**config.mk**
```make
export PLATFORM = sky130hd
export DESIGN_NAME = rls_mul
export DESIGN_NICKNAME = d
export VERILOG_FILES = /design/src/hw/rtl/rls_pkg.sv /design/src/hw/rtl/rls_mul.sv
export SDC_FILE = /design/constraint.sdc
export NUM_CORES = 2
export LEC_CHECK = 0
export BUFFER_PORTS_ARGS = -buffer_cell sky130_fd_sc_hd__buf_4
export CELL_PAD_IN_SITES_DETAIL_PLACEMENT = 1
export CELL_PAD_IN_SITES_GLOBAL_PLACEMENT = 1
export CORE_MARGIN = 2
export CORE_UTILIZATION = 54
export DETAILED_ROUTE_END_ITERATION = 10
export HOLD_SLACK_MARGIN = 0.15
export PLACE_DENSITY_LB_ADDON = 0.25
export SYNTH_ARGS = -nofsm -noshare
export SYNTH_HDL_FRONTEND = slang
export SYNTH_SLANG_ARGS = --single-unit
```
**constraint.sdc**
```tcl
create_clock -name clk -period 35.4 [get_ports clk]
set_input_delay 3.54 -clock clk [delete_from_list [all_inputs] [get_ports clk]]
set_output_delay 3.54 -clock clk [all_outputs]
set_load 0.01 [all_outputs]
```
**src/hw/rtl/rls_pkg.sv**
```systemverilog
`default_nettype none
package rls_pkg;

  localparam logic [30:0] LAMBDA_MIN = 31'd966367641;
  localparam logic [30:0] LAMBDA_MAX = 31'd1073741824;
  localparam logic [30:0] LAMBDA_RESET = 31'd1063004406;
  localparam logic [31:0] PINIT_RESET = 32'd6553600;

  localparam logic signed [47:0] P48_MAX = 48'sh7FFF_FFFF_FFFF;
  localparam logic signed [47:0] P48_MIN = 48'sh8000_0000_0000;
  localparam logic signed [63:0] L48_HI = 64'sd140737488355327;
  localparam logic signed [63:0] L48_LO = -64'sd140737488355328;
  localparam logic signed [63:0] L32_HI = 64'sd2147483647;
  localparam logic signed [63:0] L32_LO = -64'sd2147483648;
  localparam logic signed [63:0] L25_HI = 64'sd16777215;
  localparam logic signed [63:0] L25_LO = -64'sd16777216;

  // divider: 49-bit magnitude shifted left by up to 32, quotient saturates at 47 bits
  localparam int DVD_W = 81;
  localparam int QW = 47;
  localparam int REG_IDX_W = 1;

  typedef enum logic [REG_IDX_W-1:0] {
    REG_LAMBDA = 1'b0,
    REG_PINIT  = 1'b1
  } reg_idx_t;

  typedef enum logic [2:0] {
    ST_CLEAR,
    ST_IDLE,
    ST_READ,
    ST_MUL,
    ST_WAIT,
    ST_DIV,
    ST_DIVWAIT,
    ST_OUT
  } st_t;

  typedef enum logic [2:0] {
    PH_PX,
    PH_XPX,
    PH_K,
    PH_Y,
    PH_W,
    PH_PU
  } ph_t;

  typedef struct packed {
    logic        start;
    logic [47:0] a;
    logic [47:0] b;
  } mul_req_t;

  typedef struct packed {
    logic        done;
    logic [95:0] prod;
  } mul_rsp_t;

  typedef struct packed {
    logic        start;
    logic        sh32;
    logic [48:0] num;
    logic [49:0] den;
  } div_req_t;

  typedef struct packed {
    logic        done;
    logic [47:0] quo;
  } div_rsp_t;

  function automatic logic [30:0] clamp_lambda(logic [30:0] ff);
    logic [30:0] r;
    r = ff;
    if (ff < LAMBDA_MIN) r = LAMBDA_MIN;
    if (ff > LAMBDA_MAX) r = LAMBDA_MAX;
    return r;
  endfunction

  function automatic logic signed [47:0] init_diag(logic [31:0] pd);
    logic [31:0] p;
    logic signed [47:0] r;
    p = (pd == 32'd0) ? 32'd1 : pd;
    if (p[31]) r = P48_MAX;
    else r = {p, 16'd0};
    return r;
  endfunction

  function automatic logic signed [47:0] sat48(logic signed [63:0] v);
    logic signed [47:0] r;
    if (v > L48_HI) r = P48_MAX;
    else if (v < L48_LO) r = P48_MIN;
    else r = v[47:0];
    return r;
  endfunction

  function automatic logic signed [31:0] sat32(logic signed [63:0] v);
    logic signed [31:0] r;
    if (v > L32_HI) r = 32'sh7FFF_FFFF;
    else if (v < L32_LO) r = 32'sh8000_0000;
    else r = v[31:0];
    return r;
  endfunction

  function automatic logic signed [24:0] sat25(logic signed [63:0] v);
    logic signed [24:0] r;
    if (v > L25_HI) r = 25'sh0FF_FFFF;
    else if (v < L25_LO) r = 25'sh100_0000;
    else r = v[24:0];
    return r;
  endfunction

endpackage
`default_nettype wire

```
**src/hw/rtl/rls_mul.sv**
```systemverilog
`default_nettype none
module rls_mul (
  input  logic               clk,
  input  logic               rst,
  input  rls_pkg::mul_req_t  req,
  output rls_pkg::mul_rsp_t  rsp
);
  import rls_pkg::*;

  logic signed [47:0] a;
  logic signed [47:0] b;
  logic [1:0]         step;
  logic               busy;
  logic               done;
  logic signed [95:0] acc;
  logic signed [24:0] pa;
  logic signed [24:0] pb;
  logic signed [49:0] pp;
  logic signed [95:0] ppx;
  logic signed [95:0] ppsh;

  // four 25x25 partial products: lo*lo, hi*lo, lo*hi, hi*hi
  always_comb begin
    case (step)
      2'd0: begin
        pa = {1'b0, a[23:0]};
        pb = {1'b0, b[23:0]};
      end
      2'd1: begin
        pa = {a[47], a[47:24]};
        pb = {1'b0, b[23:0]};
      end
      2'd2: begin
        pa = {1'b0, a[23:0]};
        pb = {b[47], b[47:24]};
      end
      default: begin
        pa = {a[47], a[47:24]};
        pb = {b[47], b[47:24]};
      end
    endcase
    pp  = pa * pb;
    ppx = 96'(pp);
    case (step)
      2'd0:    ppsh = ppx;
      2'd1:    ppsh = ppx <<< 24;
      2'd2:    ppsh = ppx <<< 24;
      default: ppsh = ppx <<< 48;
    endcase
  end

  always_ff @(posedge clk) begin
    if (rst) begin
      busy <= 1'b0;
      done <= 1'b0;
      step <= 2'd0;
    end else begin
      done <= !req.start && busy && (step == 2'd3);
      if (req.start) begin
        busy <= 1'b1;
        step <= 2'd0;
      end else if (busy) begin
        step <= step + 2'd1;
        if (step == 2'd3) busy <= 1'b0;
      end
    end
  end

  always_ff @(posedge clk) begin
    if (req.start) begin
      a   <= req.a;
      b   <= req.b;
      acc <= '0;
    end else if (busy) begin
      acc <= acc + ppsh;
    end
  end

  assign rsp.done = done;
  assign rsp.prod = acc;

endmodule
`default_nettype wire

```
## Word level (Yosys, flattened, before mapping)

Index checks and enable logic that the tools add are counted.

- Bits in latches: 0
- Input bits: 99
- Bits in registers: 196
- ROM bits: 0
- Memories kept: 0
- Logic and storage cells: 26
- Memory bits (writable): 0

- Add/subtract/negate cells: 2
- Equality and inequality tests: 3
- Reduce and logical (&&, ||, !) cells: 8
- Multiplexer cells: 6
- Shift operators: 0
- Multipliers: 1
- Divide/modulo/power cells: 0
- Magnitude comparators: 0
- Bitwise logic cells: 0

Operators by type and width:

| cell | count |
|---|---|
| $pmux 96 s2 | 1 |
| $add 96x96->96 | 1 |
| $mul 25x25->50 | 1 |
| $mux 25 | 2 |
| $reduce_or 2->1 | 4 |
| $eq 2x2->1 const B | 2 |
| $mux 1 | 3 |
| $add 2x1->2 const B | 1 |
| $eq 2x1->1 const B | 1 |
| $logic_and 1x1->1 | 2 |
| $logic_not 2->1 | 1 |
| $logic_not 1->1 | 1 |

## Longest topological paths before layout

- Word-level depth: 6
- Depth in mapped cells: 49
- Mapped depth without buffers: 45

## Worst setup path after synthesis

No wires, ideal clock.

- Path type: flip-flop to flip-flop
- Start point: reg step[0]
- End point: reg acc[93]
- Data required time: 35.313 ns
- Path buffers: 5
- Setup time: 0.087 ns
- Stages on the path, launching flop included: 41
- Slack: 23.996 ns
- Arrival time: 11.317 ns
- Cell sequence: dfxtp_1 -> inv_1 -> ha_1 -> nor2_1 -> buf_1 -> buf_1 -> mux2i_1 -> clkbuf_1 -> nor2_1 -> fa_1 -> fa_1 -> inv_1 -> fa_1 -> inv_1 -> fa_1 -> fa_1 -> fa_1 -> fa_1 -> [... 5 more ...] -> nor3_1 -> o21ai_0 -> nand3_1 -> nand2_1 -> clkbuf_1 -> a21oi_1 -> a21oi_1 -> ha_1 -> buf_2 -> nand4_1 -> or4_1 -> or4_1 -> a21oi_2 -> o21ai_2 -> a2111oi_4 -> o21ai_1 -> and3_1 -> o31ai_1

- Word-level cells in the longest chain between the ends: 6
- Elaborated cells between the ends (all ways): 11

Ends and longest elaborated chain:

| what | line | text |
|---|---|---|
| start, declared | rls_mul.sv:12 | `logic [1:0] step;` |
| start signal, assigned | rls_mul.sv:63 | `step <= step + 2'd1;` |
| $eq 2x2->1, or another cell as far along | rls_mul.sv:24, rls_mul.sv:44 |  |
| $reduce_or 2->1 (no line) | -- |  |
| $mux 25 | rls_mul.sv:24 | `case (step)` |
| $mul 25x25->50 | rls_mul.sv:42 | `pp = pa * pb;` |
| $pmux 96 s2 * | rls_mul.sv:44 | `case (step)` |
| $add 96x96->96 * | rls_mul.sv:75 | `acc <= acc + ppsh;` |
| end signal, assigned | rls_mul.sv:75 |  |
| end, declared | rls_mul.sv:15 | `logic signed [95:0] acc;` |

Every way passes the cells marked *; elsewhere a longest branch is shown, timed or not.
A chain may end at the register's enable or synchronous reset.

## Final worst setup path

- Start point: reg step[0]
- End point: reg acc[92]

Same word-level chain as after synthesis.

==> results.ini <==
[sta]
drv_slew=0
finalCritPeriodShare=0.4084
clock_skew_ns=0.02441
finalSetupViolations=0
fmaxAchievable_mhz=69.16
slew_headroom=0.08884
rsz0062_at_grt=false
final.min_clock_period_ns=14.46
worst_pin_slew_ns=1.340
setup_tns_ns=0
hold_viol_final=0

[die]
die_w_um=262.3
io_pins=196
die_h_um=262.3
start_util=0.5468
core_area_um2=65860
num_rows=94
die_area_um2=68780

[detailed_routing]
routed_wl_mm=137.2
drt_iter0_markers=2706
avgViaCountPerCell=6.152
dr.pass1.iters=5
vias=30610
postRouteAntennaNets=0
drc=0
routedWlPerCell_um=27.57

[yosys]
post-synth-top-count-cell=inv_1
synth_cell_type_count=82
synth_area_leader_cell=fa_1
synthTopCellsByCount=inv_1, fa_1, nor2_1
synth_edf_count=96
yosys_warnings=0
ys_ff_latch=196
async_reset_ff_frac=0
syn_inst=4018
synth_area_um2=36020
synthFlopType=dfxtp_1
syn_avg_cell_area_um2=8.964
synth_seq_area_share=0.1356
synth.area.top_cells=fa_1, ha_1, edfxtp_1, inv_1, dfxtp_1
synth_top_area_share=0.3663
syn_nets=5017

[clock_network]
clk_pin_slew_worst_paths_ns=0.10
postCtsResizedCells=0
cts_inserted_buffers=17
cts_hold_buf=0
clk_latency_ns=0.53
clock-sinks=196
cts_tree=done
cts_setup_buffers=0
clockBufferDepth=2
cts-root-buf=clkbuf_16
cts_max_level=4

[place]
dp_hpwl_mm=110.9
dp.cells=4943
gp_congestion=0.9677
io_buffers=195

[critical_path]
critPathCaptureType=register
max_stage_delay_ns=0.84
cp-start-kind=register
crit_top_cell=fa_1
crit_required_ns=35.81
cp_max_fo=48
arrival_ns=14.87
crit_slowest_cell=nand2_1
critical_path_class=reg -> reg

[layout]
synthToLayoutAreaGrowth_pct=8.101
drive_gt1_frac=0.09168
antenna_cells=0
utilization=0.5911
nets=5098
stdcell_count=4976

[global_route]
grt_start_max_net_pins=75
antenna_found_initial=3
grt_pass1_vias=34620
grtUsageTotal=0.4044
overflow=0
grt_pass1_wl_mm=210.7

[job]
maxCapViolCount=0

[min_path]
worstHoldPathType=reg -> reg

[outcome]
status=completed

-- stage by stage --
step | setup WS, ns | hold WS (ns) | cell area (um2)
floorplan | 24.00 | 0.4855 | 36020
detailed placement | 21.24 | 0.4810 | 38320
global placement | 20.78 | 0.4616 | 38310
finish | 20.94 | 0.4918 | 38930
global route | 20.43 | 0.5148 | 38930
CTS | 21.18 | 0.4929 | 38920
-- logic make-up after synthesis --
| logic type | share of synthesized area |
|---|---|
| adder cells (fa/ha/maj) | 0.4500 |
| multiplexers | 0.04374 |
| buffers and inverters | 0.08980 |
| XOR/XNOR | 0.03620 |
| flip-flops | 0.1356 |
| AND/OR/NAND/NOR | 0.1343 |
| AO/OA/AOI/OAI | 0.1103 |
-- per-layer routing --
metal	up-vias	track usage	share of wire
met2	1640	0.6592	0.47
li1	12870	-	-
met5	-	0	0
met1	15550	0.4976	0.38
met3	556	0.08316	0.086
met4	0	0.2396	0.067
-- placed cells by master (no fill, tap or decap), types with 5 or more instances in the layout --
cell type,count
clkbuf_16,18
mux2_2,43
o21bai_1,28
o211ai_1,5
xnor2_1,88
and4_1,6
and3_1,20
nor3_1,21
buf_4,240
a21oi_1,221
nand2b_1,26
ha_1,240
nand2_1,429
a211oi_1,11
a31oi_1,18
o21a_1,17
and2_1,23
or2_2,9
mux2i_2,23
fa_1,659
nor4_1,7
inv_1,674
nor2_1,516
nand3_1,26
o21ai_0,91
o31ai_1,10
nand4_1,30
dfxtp_1,99
a21o_1,126
nor2b_1,20
edfxtp_1,96
o21ai_1,11
mux2i_1,86
xor2_1,59
a221oi_1,7
-- flip-flops by register name (all words and copies together), names as in the netlist --
name	cells
b	48
a	48
acc	96
step	2
done	1
busy	1
-- layout make-up --
class	count	area, um2
multi-input combinational	2967	28000
timing repair buffer	243	1834
fill	7648	26930
clock inverter	12	127.6
tap	864	1081
clock buffer	20	467.9
sequential	196	4888
inverter	674	2530
-- worst max-delay path: cells and delay by family (launching register included) --
| family | cells | cell delay, ns |
|---|---|---|
| buffers and inverters | 7 | 1.12 |
| and+or+nand+nor | 8 | 3.15 |
| xor gates and xnor gates | 2 | 0.58 |
| DFF | 1 | 0.43 |
| adders and majority gates | 10 | 4.83 |
| AOI/OAI and AO/OA | 18 | 4.25 |
-- final timing paths --
kind | end | slack, ns | cells after the start | startpoint
setup / recovery | acc[92] | 20.94 | 45 | step[0]
hold / removal | acc[90] | 0.49 | 2 | acc[90]
setup reg to reg | acc[92] | 20.94 | 45 | step[0]
hold reg to reg | acc[90] | 0.49 | 2 | acc[90]
Power is left out: the tool's default activity adds up to more than one toggle a clock period on the data nets, which glitch-free logic cannot reach.
